--- src/rtl/tgrd_pkg.sv ---
// shared types, constants and helper functions of the touch gamepad report decoder
// depends on nothing; front, queue, divider, back part and top level import it
package tgrd_pkg;

	localparam int IDX_W = 6;
	localparam int LEN_W = 7;
	localparam int CFG_IDX_W = 3;
	localparam int CFG_DATA_W = 15;
	localparam int BTN_TABLE_SIZE = 10;
	localparam int TOUCH_LEN = 17;
	localparam int SWITCH_ID_LEN = 8;
	localparam int SWITCH_MIN_LEN = 7;
	localparam logic [7:0] SWITCH_ID_BYTE = 8'h01;
	localparam logic [7:0] ZR_MASK = 8'h80;
	localparam logic [7:0] ZL_MASK = 8'h40;
	localparam logic [8:0] TRAVEL_LX = 9'd300;
	localparam logic [8:0] TRAVEL_LY = 9'd240;
	localparam logic [8:0] TRAVEL_RX = 9'd145;
	localparam logic [8:0] TRAVEL_RY = 9'd120;
	localparam int QUO_W = 22;

	localparam logic [CFG_IDX_W-1:0] CFG_LEFT_CX = 3'd0;
	localparam logic [CFG_IDX_W-1:0] CFG_LEFT_CY = 3'd1;
	localparam logic [CFG_IDX_W-1:0] CFG_RIGHT_CX = 3'd2;
	localparam logic [CFG_IDX_W-1:0] CFG_RIGHT_CY = 3'd3;
	localparam logic [CFG_IDX_W-1:0] CFG_ZONE = 3'd4;
	localparam logic [CFG_IDX_W-1:0] CFG_TOL = 3'd5;
	localparam logic [CFG_IDX_W-1:0] CFG_DEADBAND = 3'd6;

	typedef struct packed {
		logic [7:0]       data;
		logic             wr;
		logic [IDX_W-1:0] idx;
		logic             last;
		logic [LEN_W-1:0] len;
	} queue_item_t;

	typedef struct packed {
		logic signed [15:0] roll;
		logic signed [15:0] pitch;
		logic signed [15:0] yaw;
		logic [14:0]        tup;
		logic [14:0]        tdown;
		logic [9:0]         mask;
		logic               kind;
	} result_t;

	typedef enum logic [3:0] {
		T_IDLE, T_SWID, T_SWCHK, T_FETCH, T_TIP, T_ZONE,
		T_DIVA, T_WAITA, T_DIVB, T_WAITB, T_DONE
	} back_state_t;

	function automatic logic [11:0] btn_x(input logic [3:0] j);
		case (j)
			4'd0: btn_x = 12'd332;
			4'd1: btn_x = 12'd780;
			4'd2: btn_x = 12'd241;
			4'd3: btn_x = 12'd818;
			4'd4: btn_x = 12'd723;
			4'd5: btn_x = 12'd352;
			4'd6: btn_x = 12'd534;
			4'd7: btn_x = 12'd536;
			4'd8: btn_x = 12'd1173;
			4'd9: btn_x = 12'd578;
			default: btn_x = 12'd0;
		endcase
	endfunction

	function automatic logic [11:0] btn_y(input logic [3:0] j);
		case (j)
			4'd0: btn_y = 12'd2044;
			4'd1: btn_y = 12'd1281;
			4'd2: btn_y = 12'd1270;
			4'd3: btn_y = 12'd2020;
			4'd4: btn_y = 12'd544;
			4'd5: btn_y = 12'd562;
			4'd6: btn_y = 12'd379;
			4'd7: btn_y = 12'd740;
			4'd8: btn_y = 12'd416;
			4'd9: btn_y = 12'd2041;
			default: btn_y = 12'd0;
		endcase
	endfunction

	function automatic logic signed [15:0] sat16(input logic signed [QUO_W-1:0] v);
		if (v > 22'sd32767) sat16 = 16'sh7fff;
		else if (v < -22'sd32768) sat16 = 16'sh8000;
		else sat16 = v[15:0];
	endfunction

	function automatic logic [14:0] clip15(input logic signed [QUO_W-1:0] v);
		if (v > 22'sd32767) clip15 = 15'h7fff;
		else clip15 = v[14:0];
	endfunction

endpackage

--- src/rtl/tgrd_if.sv ---
// channel interfaces of the decoder: report bytes in, decoded results out
// depends on nothing
interface tgrd_byte_if;
	logic       valid;
	logic       ready;
	logic [7:0] report_byte;
	logic       last_byte;
	modport source(output valid, report_byte, last_byte, input ready);
	modport sink(input valid, report_byte, last_byte, output ready);
endinterface

interface tgrd_result_if;
	logic               valid;
	logic               ready;
	logic signed [15:0] roll;
	logic signed [15:0] pitch;
	logic signed [15:0] yaw;
	logic [14:0]        throttle_up;
	logic [14:0]        throttle_down;
	logic [9:0]         button_mask;
	logic               report_kind;
	modport source(output valid, roll, pitch, yaw, throttle_up, throttle_down,
		button_mask, report_kind, input ready);
	modport sink(input valid, roll, pitch, yaw, throttle_up, throttle_down,
		button_mask, report_kind, output ready);
endinterface

--- src/rtl/tgrd_front.sv ---
// front part: accepts report bytes, keeps the byte count, tags each item
// depends on tgrd_pkg and tgrd_if
module tgrd_front #(
	parameter int MAX_REPORT_BYTES = 32
) (
	input  logic                 clk,
	input  logic                 arst_n,
	tgrd_byte_if.sink            in_ch,
	output logic                 push_valid,
	input  logic                 push_ready,
	output tgrd_pkg::queue_item_t push_item
);
	import tgrd_pkg::*;

	localparam int CNTW = $clog2(MAX_REPORT_BYTES + 2);

	logic [CNTW-1:0] count_q;
	logic [CNTW-1:0] count_nx;

	assign in_ch.ready = push_ready;
	assign push_valid = in_ch.valid;

	// count saturates one past the maximum so long reports stay long
	assign count_nx = (count_q <= CNTW'(MAX_REPORT_BYTES)) ? count_q + CNTW'(1) : count_q;

	always_comb begin
		push_item.data = in_ch.report_byte;
		push_item.wr = count_q < CNTW'(MAX_REPORT_BYTES);
		push_item.idx = IDX_W'(count_q);
		push_item.last = in_ch.last_byte;
		push_item.len = LEN_W'(count_nx);
	end

	always_ff @(posedge clk or negedge arst_n) begin
		if (!arst_n) begin
			count_q <= '0;
		end else if (in_ch.valid && push_ready) begin
			count_q <= in_ch.last_byte ? '0 : count_nx;
		end
	end
endmodule

--- src/rtl/tgrd_queue.sv ---
// two-entry queue between the front and the back part
// depends on tgrd_pkg
module tgrd_queue (
	input  logic                  clk,
	input  logic                  arst_n,
	input  logic                  push_valid,
	output logic                  push_ready,
	input  tgrd_pkg::queue_item_t push_item,
	output logic                  pop_valid,
	input  logic                  pop_ready,
	output tgrd_pkg::queue_item_t pop_item
);
	import tgrd_pkg::*;

	queue_item_t ent_q [2];
	logic        wptr_q;
	logic        rptr_q;
	logic [1:0]  fill_q;
	logic        do_push;
	logic        do_pop;

	assign push_ready = fill_q != 2'd2;
	assign pop_valid = fill_q != 2'd0;
	assign pop_item = ent_q[rptr_q];
	assign do_push = push_valid && push_ready;
	assign do_pop = pop_valid && pop_ready;

	always_ff @(posedge clk) begin
		if (do_push) begin
			ent_q[wptr_q] <= push_item;
		end
	end

	always_ff @(posedge clk or negedge arst_n) begin
		if (!arst_n) begin
			wptr_q <= 1'b0;
			rptr_q <= 1'b0;
			fill_q <= 2'd0;
		end else begin
			if (do_push) wptr_q <= ~wptr_q;
			if (do_pop) rptr_q <= ~rptr_q;
			if (do_push && !do_pop) fill_q <= fill_q + 2'd1;
			else if (do_pop && !do_push) fill_q <= fill_q - 2'd1;
		end
	end
endmodule

--- src/rtl/tgrd_div.sv ---
// reciprocal divider for the stick scaling, rounds to nearest away from zero
// depends on tgrd_pkg
module tgrd_div (
	input  logic                              clk,
	input  logic                              arst_n,
	input  logic                              start,
	input  logic signed [12:0]                dist_in,
	input  logic [8:0]                        den,
	output logic                              done,
	output logic signed [tgrd_pkg::QUO_W-1:0] quo
);
	import tgrd_pkg::*;

	localparam int NUM_W = 27;
	localparam int RCP_W = 30;
	localparam int SH = 36;
	// ceil(2^36 / travel) gives the exact quotient for any numerator below 2^27
	localparam logic [RCP_W-1:0] RCP_LX =
		RCP_W'(((64'd1 << SH) + 64'(TRAVEL_LX) - 64'd1) / 64'(TRAVEL_LX));
	localparam logic [RCP_W-1:0] RCP_LY =
		RCP_W'(((64'd1 << SH) + 64'(TRAVEL_LY) - 64'd1) / 64'(TRAVEL_LY));
	localparam logic [RCP_W-1:0] RCP_RX =
		RCP_W'(((64'd1 << SH) + 64'(TRAVEL_RX) - 64'd1) / 64'(TRAVEL_RX));
	localparam logic [RCP_W-1:0] RCP_RY =
		RCP_W'(((64'd1 << SH) + 64'(TRAVEL_RY) - 64'd1) / 64'(TRAVEL_RY));

	logic [NUM_W-1:0]       num_q;
	logic [RCP_W-1:0]       rcp_q;
	logic [RCP_W-1:0]       rcp;
	logic [QUO_W-2:0]       quo_q;
	logic                   neg_q;
	logic                   busy_q;
	logic                   done_q;
	logic [11:0]            mag;
	logic [NUM_W+RCP_W-1:0] prod;

	assign mag = dist_in[12] ? 12'(-dist_in) : dist_in[11:0];
	assign prod = num_q * rcp_q;
	assign done = done_q;
	assign quo = neg_q ? -$signed({1'b0, quo_q}) : $signed({1'b0, quo_q});

	always_comb begin
		unique case (den)
			TRAVEL_LX: rcp = RCP_LX;
			TRAVEL_LY: rcp = RCP_LY;
			TRAVEL_RX: rcp = RCP_RX;
			TRAVEL_RY: rcp = RCP_RY;
			default: rcp = '0;
		endcase
	end

	// numerator carries half the travel so the product rounds to nearest
	always_ff @(posedge clk) begin
		if (start) begin
			num_q <= {mag, 15'd0} + NUM_W'(den >> 1);
			rcp_q <= rcp;
			neg_q <= dist_in[12];
		end
		if (busy_q) begin
			quo_q <= prod[SH+QUO_W-2:SH];
		end
	end

	always_ff @(posedge clk or negedge arst_n) begin
		if (!arst_n) begin
			busy_q <= 1'b0;
			done_q <= 1'b0;
		end else begin
			busy_q <= start;
			done_q <= busy_q;
		end
	end
endmodule

--- src/rtl/tgrd_back.sv ---
// back part: report buffer, decode sequencer, configuration and result register
// depends on tgrd_pkg and tgrd_div
module tgrd_back #(
	parameter int MAX_REPORT_BYTES = 32,
	parameter int NUM_CONTACTS = 4,
	parameter int NUM_BUTTON_ZONES = 10
) (
	input  logic                              clk,
	input  logic                              arst_n,
	input  logic                              pop_valid,
	output logic                              pop_ready,
	input  tgrd_pkg::queue_item_t             pop_item,
	input  logic                              cfg_we,
	input  logic [tgrd_pkg::CFG_IDX_W-1:0]    cfg_index,
	input  logic [tgrd_pkg::CFG_DATA_W-1:0]   cfg_wdata,
	output logic                              res_valid,
	input  logic                              res_ready,
	output tgrd_pkg::result_t                 res
);
	import tgrd_pkg::*;

	localparam int AW = $clog2(MAX_REPORT_BYTES);
	localparam int NZ = (NUM_BUTTON_ZONES < BTN_TABLE_SIZE) ? NUM_BUTTON_ZONES : BTN_TABLE_SIZE;
	localparam int ZW = $clog2(NZ + 1);

	logic [7:0]  mem [MAX_REPORT_BYTES];
	logic [7:0]  rdata_q;
	logic [AW-1:0] rd_addr;

	logic [11:0] lcx_q, lcy_q, rcx_q, rcy_q, zone_q;
	logic [7:0]  tol_q;
	logic [14:0] db_q;

	back_state_t state_q, state_nx;
	logic        touch_q;
	logic        o_q;
	logic [1:0]  k_q;
	logic [2:0]  fc_q;
	logic [ZW-1:0] zi_q;
	logic [7:0]  bytes_q [4];
	logic        left_q;
	logic signed [15:0] roll_q, pitch_q, yaw_q;
	logic [14:0] tup_q, tdn_q;
	logic [9:0]  mask_q, kept_q;
	logic        res_valid_q;
	result_t     res_q;

	logic        pop;
	logic        last_k;
	logic [11:0] cx, cy;
	logic        tip, hit;
	logic signed [12:0] dx, dy, adx, ady;
	logic        div_start, div_done;
	logic signed [12:0] div_dist;
	logic [8:0]  div_den;
	logic signed [QUO_W-1:0] div_quo;
	logic signed [QUO_W-1:0] dbs;
	logic        out_free;
	logic [8:0]  pneg;
	logic [1:0]  swoff;

	assign pop = pop_valid && pop_ready;
	assign last_k = k_q == 2'(NUM_CONTACTS - 1);
	assign cx = {bytes_q[2][3:0], bytes_q[1]};
	assign cy = {bytes_q[3], bytes_q[2][7:4]};
	assign tip = bytes_q[0][0];
	assign dx = $signed({1'b0, cx}) - $signed({1'b0, btn_x(4'(zi_q))});
	assign dy = $signed({1'b0, cy}) - $signed({1'b0, btn_y(4'(zi_q))});
	assign adx = dx[12] ? -dx : dx;
	assign ady = dy[12] ? -dy : dy;
	assign hit = (adx <= $signed({5'd0, tol_q})) && (ady <= $signed({5'd0, tol_q}));
	assign out_free = !res_valid_q || res_ready;
	assign res_valid = res_valid_q;
	assign res = res_q;
	assign dbs = $signed({7'd0, db_q});

	// switch layout bytes: buttons, left x, left y, right x
	always_comb begin
		case (fc_q[1:0])
			2'd0: swoff = 2'd0;
			2'd1: swoff = 2'd3;
			2'd2: swoff = 2'd0;
			default: swoff = 2'd1;
		endcase
	end

	// divider operands: first pass gives throttle or roll, second yaw or pitch
	always_comb begin
		if (state_q == T_DIVA) begin
			div_dist = left_q ? $signed({1'b0, cx}) - $signed({1'b0, lcx_q})
				: $signed({1'b0, cy}) - $signed({1'b0, rcy_q});
			div_den = left_q ? TRAVEL_LX : TRAVEL_RY;
		end else begin
			div_dist = left_q ? $signed({1'b0, cy}) - $signed({1'b0, lcy_q})
				: $signed({1'b0, cx}) - $signed({1'b0, rcx_q});
			div_den = left_q ? TRAVEL_LY : TRAVEL_RX;
		end
	end

	tgrd_div u_div (
		.clk    (clk),
		.arst_n (arst_n),
		.start  (div_start),
		.dist_in(div_dist),
		.den    (div_den),
		.done   (div_done),
		.quo    (div_quo)
	);

	// next state
	always_comb begin
		state_nx = state_q;
		unique case (state_q)
			T_IDLE: begin
				if (pop && pop_item.last) begin
					if (pop_item.len > LEN_W'(MAX_REPORT_BYTES)) state_nx = T_IDLE;
					else if (pop_item.len == LEN_W'(TOUCH_LEN)) state_nx = T_FETCH;
					else if (pop_item.len == LEN_W'(SWITCH_ID_LEN)) state_nx = T_SWID;
					else if (pop_item.len < LEN_W'(SWITCH_MIN_LEN)) state_nx = T_IDLE;
					else state_nx = T_FETCH;
				end
			end
			T_SWID: state_nx = T_SWCHK;
			T_SWCHK: state_nx = T_FETCH;
			T_FETCH: begin
				if (fc_q == 3'd4) state_nx = touch_q ? T_TIP : T_DONE;
			end
			T_TIP: begin
				if (tip) state_nx = T_ZONE;
				else state_nx = last_k ? T_DONE : T_FETCH;
			end
			T_ZONE: begin
				if (hit) state_nx = last_k ? T_DONE : T_FETCH;
				else if (zi_q == ZW'(NZ - 1)) state_nx = T_DIVA;
			end
			T_DIVA: state_nx = T_WAITA;
			T_WAITA: if (div_done) state_nx = T_DIVB;
			T_DIVB: state_nx = T_WAITB;
			T_WAITB: if (div_done) state_nx = last_k ? T_DONE : T_FETCH;
			T_DONE: if (out_free) state_nx = T_IDLE;
			default: state_nx = T_IDLE;
		endcase
	end

	// outputs of the sequencer
	always_comb begin
		pop_ready = 1'b0;
		div_start = 1'b0;
		rd_addr = '0;
		unique case (state_q)
			T_IDLE: pop_ready = 1'b1;
			T_FETCH: begin
				if (touch_q) rd_addr = AW'({k_q, fc_q[1:0]});
				else rd_addr = AW'({2'd0, fc_q[1], swoff} + {4'd0, o_q});
			end
			T_DIVA, T_DIVB: div_start = 1'b1;
			default: ;
		endcase
	end

	always_ff @(posedge clk) begin
		if (pop && pop_item.wr) begin
			mem[AW'(pop_item.idx)] <= pop_item.data;
		end
		rdata_q <= mem[rd_addr];
	end

	assign pneg = 9'd128 - {1'b0, bytes_q[2]};

	always_ff @(posedge clk) begin
		unique case (state_q)
			T_IDLE: begin
				touch_q <= pop_item.len == LEN_W'(TOUCH_LEN);
				o_q <= 1'b0;
				k_q <= '0;
				fc_q <= '0;
				roll_q <= '0;
				pitch_q <= '0;
				yaw_q <= '0;
				tup_q <= '0;
				tdn_q <= '0;
				mask_q <= '0;
			end
			T_SWCHK: o_q <= rdata_q == SWITCH_ID_BYTE;
			T_FETCH: begin
				if (fc_q != 3'd0) bytes_q[2'(fc_q - 3'd1)] <= rdata_q;
				fc_q <= (fc_q == 3'd4) ? 3'd0 : fc_q + 3'd1;
			end
			T_TIP: begin
				zi_q <= '0;
				left_q <= cy < zone_q;
				if (!tip) k_q <= k_q + 2'd1;
			end
			T_ZONE: begin
				if (hit) begin
					mask_q <= mask_q | (10'd1 << zi_q);
					k_q <= k_q + 2'd1;
				end else begin
					zi_q <= zi_q + ZW'(1);
				end
			end
			T_WAITA: begin
				if (div_done) begin
					if (left_q) begin
						tup_q <= (div_quo > dbs) ? clip15(div_quo) : '0;
						tdn_q <= (div_quo < -dbs) ? clip15(-div_quo) : '0;
					end else begin
						roll_q <= sat16(div_quo);
					end
				end
			end
			T_WAITB: begin
				if (div_done) begin
					if (left_q) yaw_q <= sat16(div_quo);
					else pitch_q <= sat16(div_quo);
					k_q <= k_q + 2'd1;
				end
			end
			T_DONE: begin
				if (out_free) begin
					if (touch_q) begin
						res_q <= '{roll: roll_q, pitch: pitch_q, yaw: yaw_q, tup: tup_q,
							tdown: tdn_q, mask: mask_q, kind: 1'b0};
					end else begin
						res_q.roll <= {~bytes_q[1][7], bytes_q[1][6:0], 8'd0};
						res_q.pitch <= (bytes_q[2] == 8'd0) ? 16'sh7fff : {pneg[7:0], 8'd0};
						res_q.yaw <= {~bytes_q[3][7], bytes_q[3][6:0], 8'd0};
						res_q.tup <= ((bytes_q[0] & ZR_MASK) != 8'd0) ? 15'h7fff : 15'd0;
						res_q.tdown <= ((bytes_q[0] & ZL_MASK) != 8'd0) ? 15'h7fff : 15'd0;
						res_q.mask <= kept_q;
						res_q.kind <= 1'b1;
					end
				end
			end
			default: ;
		endcase
	end

	always_ff @(posedge clk or negedge arst_n) begin
		if (!arst_n) begin
			state_q <= T_IDLE;
			res_valid_q <= 1'b0;
			kept_q <= '0;
			lcx_q <= 12'd523;
			lcy_q <= 12'd500;
			rcx_q <= 12'd533;
			rcy_q <= 12'd1650;
			zone_q <= 12'd1000;
			tol_q <= 8'd30;
			db_q <= 15'd2621;
		end else begin
			state_q <= state_nx;
			if (state_q == T_DONE && out_free) begin
				res_valid_q <= 1'b1;
				if (touch_q) kept_q <= mask_q;
			end else if (res_ready) begin
				res_valid_q <= 1'b0;
			end
			if (cfg_we) begin
				unique case (cfg_index)
					CFG_LEFT_CX: lcx_q <= cfg_wdata[11:0];
					CFG_LEFT_CY: lcy_q <= cfg_wdata[11:0];
					CFG_RIGHT_CX: rcx_q <= cfg_wdata[11:0];
					CFG_RIGHT_CY: rcy_q <= cfg_wdata[11:0];
					CFG_ZONE: zone_q <= cfg_wdata[11:0];
					CFG_TOL: tol_q <= cfg_wdata[7:0];
					CFG_DEADBAND: db_q <= cfg_wdata;
					default: ;
				endcase
			end
		end
	end
endmodule

--- src/rtl/touch_gamepad_report_decoder.sv ---
// top level of the touch gamepad report decoder: front, queue and back part
// depends on tgrd_pkg, tgrd_if, tgrd_front, tgrd_queue, tgrd_back
//
// channel   dir  payload                                      accepted when
// in_ch     in   report_byte, last_byte                       valid && ready
// out_ch    out  roll, pitch, yaw, throttle_up/down, mask,    valid && ready
//                report_kind
// cfg       in   cfg_index, cfg_wdata                         cfg_we
//
// a byte that does not end a report is taken every cycle while the back part is idle
// a touch report decodes each contact in turn: four byte fetches, the tip check and, for a
// touching contact, up to ten button zone compares and, if no hit, two reciprocal divides
// a switch report reads its four bytes in turn, bound by the single buffer read port
// the two-entry queue takes up to two bytes while the back part decodes or the result waits
// reset clears the byte count, the kept buttons and the registers to their defaults
module touch_gamepad_report_decoder #(
	parameter int MAX_REPORT_BYTES = 32,
	parameter int NUM_CONTACTS = 4,
	parameter int NUM_BUTTON_ZONES = 10
) (
	input  logic                            clk,
	input  logic                            arst_n,
	tgrd_byte_if.sink                       in_ch,
	tgrd_result_if.source                   out_ch,
	input  logic                            cfg_we,
	input  logic [tgrd_pkg::CFG_IDX_W-1:0]  cfg_index,
	input  logic [tgrd_pkg::CFG_DATA_W-1:0] cfg_wdata
);
	import tgrd_pkg::*;

	logic        push_valid, push_ready, pop_valid, pop_ready;
	queue_item_t push_item, pop_item;
	result_t     res;

	tgrd_front #(.MAX_REPORT_BYTES(MAX_REPORT_BYTES)) u_front (
		.clk       (clk),
		.arst_n    (arst_n),
		.in_ch     (in_ch),
		.push_valid(push_valid),
		.push_ready(push_ready),
		.push_item (push_item)
	);

	tgrd_queue u_queue (
		.clk       (clk),
		.arst_n    (arst_n),
		.push_valid(push_valid),
		.push_ready(push_ready),
		.push_item (push_item),
		.pop_valid (pop_valid),
		.pop_ready (pop_ready),
		.pop_item  (pop_item)
	);

	tgrd_back #(
		.MAX_REPORT_BYTES(MAX_REPORT_BYTES),
		.NUM_CONTACTS    (NUM_CONTACTS),
		.NUM_BUTTON_ZONES(NUM_BUTTON_ZONES)
	) u_back (
		.clk      (clk),
		.arst_n   (arst_n),
		.pop_valid(pop_valid),
		.pop_ready(pop_ready),
		.pop_item (pop_item),
		.cfg_we   (cfg_we),
		.cfg_index(cfg_index),
		.cfg_wdata(cfg_wdata),
		.res_valid(out_ch.valid),
		.res_ready(out_ch.ready),
		.res      (res)
	);

	assign out_ch.roll = res.roll;
	assign out_ch.pitch = res.pitch;
	assign out_ch.yaw = res.yaw;
	assign out_ch.throttle_up = res.tup;
	assign out_ch.throttle_down = res.tdown;
	assign out_ch.button_mask = res.mask;
	assign out_ch.report_kind = res.kind;
endmodule

--- src/flat_wrapper.sv ---
// flat-port wrapper written by rule: the top's interface ports become plain ports
module touch_gamepad_report_decoder_flat import tgrd_pkg::*;
#(
	parameter int MAX_REPORT_BYTES = 32,
	parameter int NUM_CONTACTS = 4,
	parameter int NUM_BUTTON_ZONES = 10
)
  (clk, arst_n, cfg_we, cfg_index, cfg_wdata, in_ch_valid, in_ch_report_byte, in_ch_last_byte, in_ch_ready, out_ch_valid, out_ch_roll, out_ch_pitch, out_ch_yaw, out_ch_throttle_up, out_ch_throttle_down, out_ch_button_mask, out_ch_report_kind, out_ch_ready);
  tgrd_byte_if in_ch_i ();
  tgrd_result_if out_ch_i ();
  input  logic clk;
  input  logic arst_n;
  input  logic cfg_we;
  input  logic [tgrd_pkg::CFG_IDX_W-1:0] cfg_index;
  input  logic [tgrd_pkg::CFG_DATA_W-1:0] cfg_wdata;
  input wire logic [$bits(in_ch_i.valid)-1:0] in_ch_valid;
  input wire logic [$bits(in_ch_i.report_byte)-1:0] in_ch_report_byte;
  input wire logic [$bits(in_ch_i.last_byte)-1:0] in_ch_last_byte;
  output wire logic [$bits(in_ch_i.ready)-1:0] in_ch_ready;
  output wire logic [$bits(out_ch_i.valid)-1:0] out_ch_valid;
  output wire logic [$bits(out_ch_i.roll)-1:0] out_ch_roll;
  output wire logic [$bits(out_ch_i.pitch)-1:0] out_ch_pitch;
  output wire logic [$bits(out_ch_i.yaw)-1:0] out_ch_yaw;
  output wire logic [$bits(out_ch_i.throttle_up)-1:0] out_ch_throttle_up;
  output wire logic [$bits(out_ch_i.throttle_down)-1:0] out_ch_throttle_down;
  output wire logic [$bits(out_ch_i.button_mask)-1:0] out_ch_button_mask;
  output wire logic [$bits(out_ch_i.report_kind)-1:0] out_ch_report_kind;
  input wire logic [$bits(out_ch_i.ready)-1:0] out_ch_ready;
  assign in_ch_i.valid = in_ch_valid;
  assign in_ch_i.report_byte = in_ch_report_byte;
  assign in_ch_i.last_byte = in_ch_last_byte;
  assign in_ch_ready = in_ch_i.ready;
  assign out_ch_valid = out_ch_i.valid;
  assign out_ch_roll = out_ch_i.roll;
  assign out_ch_pitch = out_ch_i.pitch;
  assign out_ch_yaw = out_ch_i.yaw;
  assign out_ch_throttle_up = out_ch_i.throttle_up;
  assign out_ch_throttle_down = out_ch_i.throttle_down;
  assign out_ch_button_mask = out_ch_i.button_mask;
  assign out_ch_report_kind = out_ch_i.report_kind;
  assign out_ch_i.ready = out_ch_ready;
  touch_gamepad_report_decoder #(.MAX_REPORT_BYTES(MAX_REPORT_BYTES), .NUM_CONTACTS(NUM_CONTACTS), .NUM_BUTTON_ZONES(NUM_BUTTON_ZONES)) u_core (.clk(clk), .arst_n(arst_n), .in_ch(in_ch_i), .out_ch(out_ch_i), .cfg_we(cfg_we), .cfg_index(cfg_index), .cfg_wdata(cfg_wdata));
endmodule
--- config.mk ---
export PLATFORM = sky130hd
export DESIGN_NAME = touch_gamepad_report_decoder_flat
export DESIGN_NICKNAME = d
export VERILOG_FILES = /design/src/rtl/tgrd_pkg.sv /design/src/rtl/tgrd_if.sv /design/src/rtl/tgrd_front.sv /design/src/rtl/tgrd_queue.sv /design/src/rtl/tgrd_div.sv /design/src/rtl/tgrd_back.sv /design/src/rtl/touch_gamepad_report_decoder.sv /design/src/flat_wrapper.sv
export SDC_FILE = /design/constraint.sdc
export NUM_CORES = 2
export LEC_CHECK = 0
export BUFFER_PORTS_ARGS = -buffer_cell sky130_fd_sc_hd__buf_2
export CORE_UTILIZATION = 69
export DETAILED_ROUTE_END_ITERATION = 16
export PLACE_DENSITY = 0.87
export SYNTH_ARGS = -nofsm -noshare
export SYNTH_HDL_FRONTEND = slang
export SYNTH_SLANG_ARGS = --single-unit
--- constraint.sdc ---
create_clock -name clk -period 20.6 [get_ports clk]
set_clock_uncertainty 0.15 [all_clocks]
set_input_delay 1.03 -clock clk [delete_from_list [all_inputs] [get_ports clk]]
set_output_delay 1.03 -clock clk [all_outputs]
set_load 0.03 [all_outputs]
==> results.cfg <==
[outcome]
status = finished, violations left
violations = DRC

[clocking]
cts-buffers-inserted = 58
htree_levels = 2
clkTransAtPathRegs_ns = 0.06
cts.path.max_buffers = 3
holdBufCountCts = 0
post_cts_resized = 0
cts_tree = yes
post_cts_buffers = 0
cts_root_buf = clkbuf_16
clock_latency_ns = 0.64
clock_sinks = 576

[logic_synthesis]
synth_top_area_share_pct = 28.29
syn_area_mm2 = 0.04639
synth_cells = 4381
synth_area_leaders = edfxtp_1 (28%), fa_1 (18%), ha_1 (13%)
synth_edf_count = 437
yosysUniqueCellTypes = 93
yosysWarnings = 0
ys_seq_area_share_pct = 35.57
synth_area_per_cell_um2 = 10.59
ys_ff_latch = 576
ys.flop_type = edfxtp_1
synth_top_cell_by_area = edfxtp_1
syn_nets = 5303
ys_async_sr_fraction_pct = 19.10

[finish]
final_cell_mix = inv_1 (842), ha_1 (477), edfxtp_1 (437)
area_growth_pct = 7.571
final_common_cell = inv_1
drive_gt1_share_pct = 9.712
stdcell_area_mm2 = 0.04990
fillers = 4233
nNetsFinal = 5392
ff_latch_area_mm2 = 0.01650
multiInputGateArea_mm2 = 0.02629

[grt]
grt_pass1_vias = 34230
grt_start_max_net_pins = 90
antenna_found_initial = 3
grt.overflow.total = 0
grtUsageTotal_pct = 36.92
grt_pass1_wl_mm = 189.8

[sta]
worst_pin_slew_ns = 1.189
holdWs_ns = 0.3482
finalSetupTns_ns = 0
finalCriticalPeriod_ns = 9.077
report.final.hold_viol_count = 0
report.final.slew_viol_count = 0
finalCritPeriodShare_pct = 44.06
max_clock_freq_mhz = 110.2
rsz0062_at_grt = no
finalSetupViolCount = 0
relSlewSlack_pct = 18.66

[worst_setup_path]
cp.arrival_ns = 9.30
path_max_fanout = 18
reg2reg_depth = 23
path_delay_family = adder cells
cp-end-kind = flop
critPathSlowestCell = a2111oi_0
start_kind = flop
path_cells = nand2_1 > inv_1 > fa_1 > fa_1 > fa_1 > fa_1 > fa_1 > inv_1 > fa_1 > fa_1 > inv_1 > ha_1 > nand4_1 > nor2_1 > a211oi_1 > o21ai_0 > a2111oi_0 > a211oi_1 > o21ai_0 > a21oi_1 > o21a_1 > nor2_1 > xnor2_1
reg2reg_from = u_core.u_back.u_div.rcp_q[19]$_DFFE_PP_
reg2reg_to = u_core.u_back.u_div.quo_q[20]$_DFFE_PP_
rrSetupSlack_ns = 11.52
cp.required_ns = 20.83
crit_buf_inv = 3
cpMostUsedCell = fa_1
max_stage_delay_ns = 1.02
path_class = reg -> reg

[route]
drc = 4
drt-vias-per-instance = 6.147
via_count = 33110
drtIter0Drc = 3306
routedWlPerCell_um = 22.68
first_pass_iters = 14
drtAntennaViolNets = 0
wl_mm = 122.2

[worst_hold_path]
holdPathStages = 1
hp-class = reg -> reg
min_from = u_core.u_queue.wptr_q$_DFFE_PN0P_
whs_endpoint = u_core.u_queue.wptr_q$_DFFE_PN0P_

[floorplan]
die-area_mm2 = 0.06827
rows = 94
io_pins = 123
die_h_um = 261.3
start_util_pct = 70.18
die_w_um = 261.3
core_mm2 = 0.06610

[placement]
placedInstanceArea_mm2 = 0.04789
gp_congestion = 0.9914
hpwl_mm = 91.50
port_buffers = 122

[job]
drv_cap = 0
==> Yosys cell counts, drive strengths merged, types with 13 or more instances <==
master / instances
nand4: 30
nor3: 74
nor2: 224
and2: 189
dfxtp: 29
nand3: 24
nand2b: 21
ha: 477
a21oi: 130
mux2i: 22
clkbuf: 103
dfrtp: 73
xnor2: 106
nor2b: 27
or2: 17
xor2: 53
a21o: 61
fa: 413
inv: 843
o31ai: 14
nand2: 385
dfstp: 37
nor3b: 17
edfxtp: 437
nor4: 13
buf: 21
o21ai: 137
a211oi: 58
o21a: 29
a31oi: 34
a311oi: 20
mux2: 91
==> layer usage <==
metal	GRT usage, %	wire length, um	vias up	share of wire (%)
li1	-	-	14730	-
met1	47.67	46260	16310	38
met2	60.08	57830	1672	47
met3	6.301	10450	398	8.6
met4	19.56	7609	2	6.2
met5	0	13	-	0.011
==> metrics by stage <==
stage          std cells  setup WS [ns]  util, %
2_1_floorplan       4381          7.855        -
3_5_place_dp        5274          11.76    72.46
4_1_cts             5384          11.69    75.48
3_3_place_gp        5274          11.81    72.46
5_1_grt             5386          11.19    75.49
6_report            5386          11.52    75.49
==> logic make-up after synthesis <==
group,after synthesis,share of synthesized area [%]
DFF,576,35.57
buffers and inverters,970,7.911
AOI/OAI and AO/OA,601,8.699
adders and majority gates,890,30.69
muxes,119,2.975
xor gates and xnor gates,159,3.002
and+or+nand+nor,1066,11.15
==> flip-flops by register name (all words and copies together) (netlist names), 15 cells and up, named ones only <==
register / flops
u_core.u_back.tup_q: 15
u_core.u_back.mem: 128
u_core.u_back.yaw_q: 16
u_core.u_back.roll_q: 16
u_core.u_back.pitch_q: 16
u_core.u_back.tdn_q: 15
u_core.u_back.bytes_q: 27
u_core.u_back.res: 89
u_core.u_back.u_div.quo_q: 21
u_core.u_back.db_q: 15
u_core.u_queue.ent_q: 42
u_core.u_back.u_div.num_q: 17
==> how the worst max path moves through the flow <==
stage | start | endpoint | slack [ns] | cells after the start
floorplan | out_ch_ready | u_core.u_back.kept_q[0]$_DFFE_PN0P_ | 7.85 | 4
global placement | u_core.u_back.u_div.rcp_q[19]$_DFFE_PP_ | u_core.u_back.u_div.quo_q[20]$_DFFE_PP_ | 11.81 | 23
detailed placement | u_core.u_back.u_div.rcp_q[28]$_DFFE_PP_ | u_core.u_back.u_div.quo_q[20]$_DFFE_PP_ | 11.76 | 24
CTS | u_core.u_back.u_div.rcp_q[19]$_DFFE_PP_ | u_core.u_back.u_div.quo_q[20]$_DFFE_PP_ | 11.69 | 23
global route | u_core.u_back.u_div.rcp_q[19]$_DFFE_PP_ | u_core.u_back.u_div.quo_q[20]$_DFFE_PP_ | 11.19 | 23
finish | u_core.u_back.u_div.rcp_q[19]$_DFFE_PP_ | u_core.u_back.u_div.quo_q[20]$_DFFE_PP_ | 11.52 | 23
==> final cells by class <==
class                           count  area share, %
Antenna cell                        2        0.01003
Clock buffer                       71          3.069
Clock inverter                     39         0.9378
Inverter                          846          6.364
Multi-Input combinational cell   2835          52.69
Sequential cell                   576          33.07
Tap cell                          864          2.166
Timing Repair Buffer              153          1.695
==> worst reg2reg max path: stages (launching register included) <==
cell and delay (ns):
edfxtp_1 0.94, nand2_1 0.32, inv_1 0.22, fa_1 0.50, fa_1 0.56, fa_1 0.46, fa_1 0.56, fa_1 0.56
inv_1 0.05, fa_1 0.51, fa_1 0.54, inv_1 0.04, ha_1 0.33, nand4_1 0.16, nor2_1 0.06, a211oi_1 0.51
o21ai_0 0.20, a2111oi_0 1.02, a211oi_1 0.24, o21ai_0 0.32, a21oi_1 0.15, o21a_1 0.22, nor2_1 0.12, xnor2_1 0.08
Power is not shown: default switching activity piles up to over one toggle a cycle in this logic, so the estimate is an artifact.
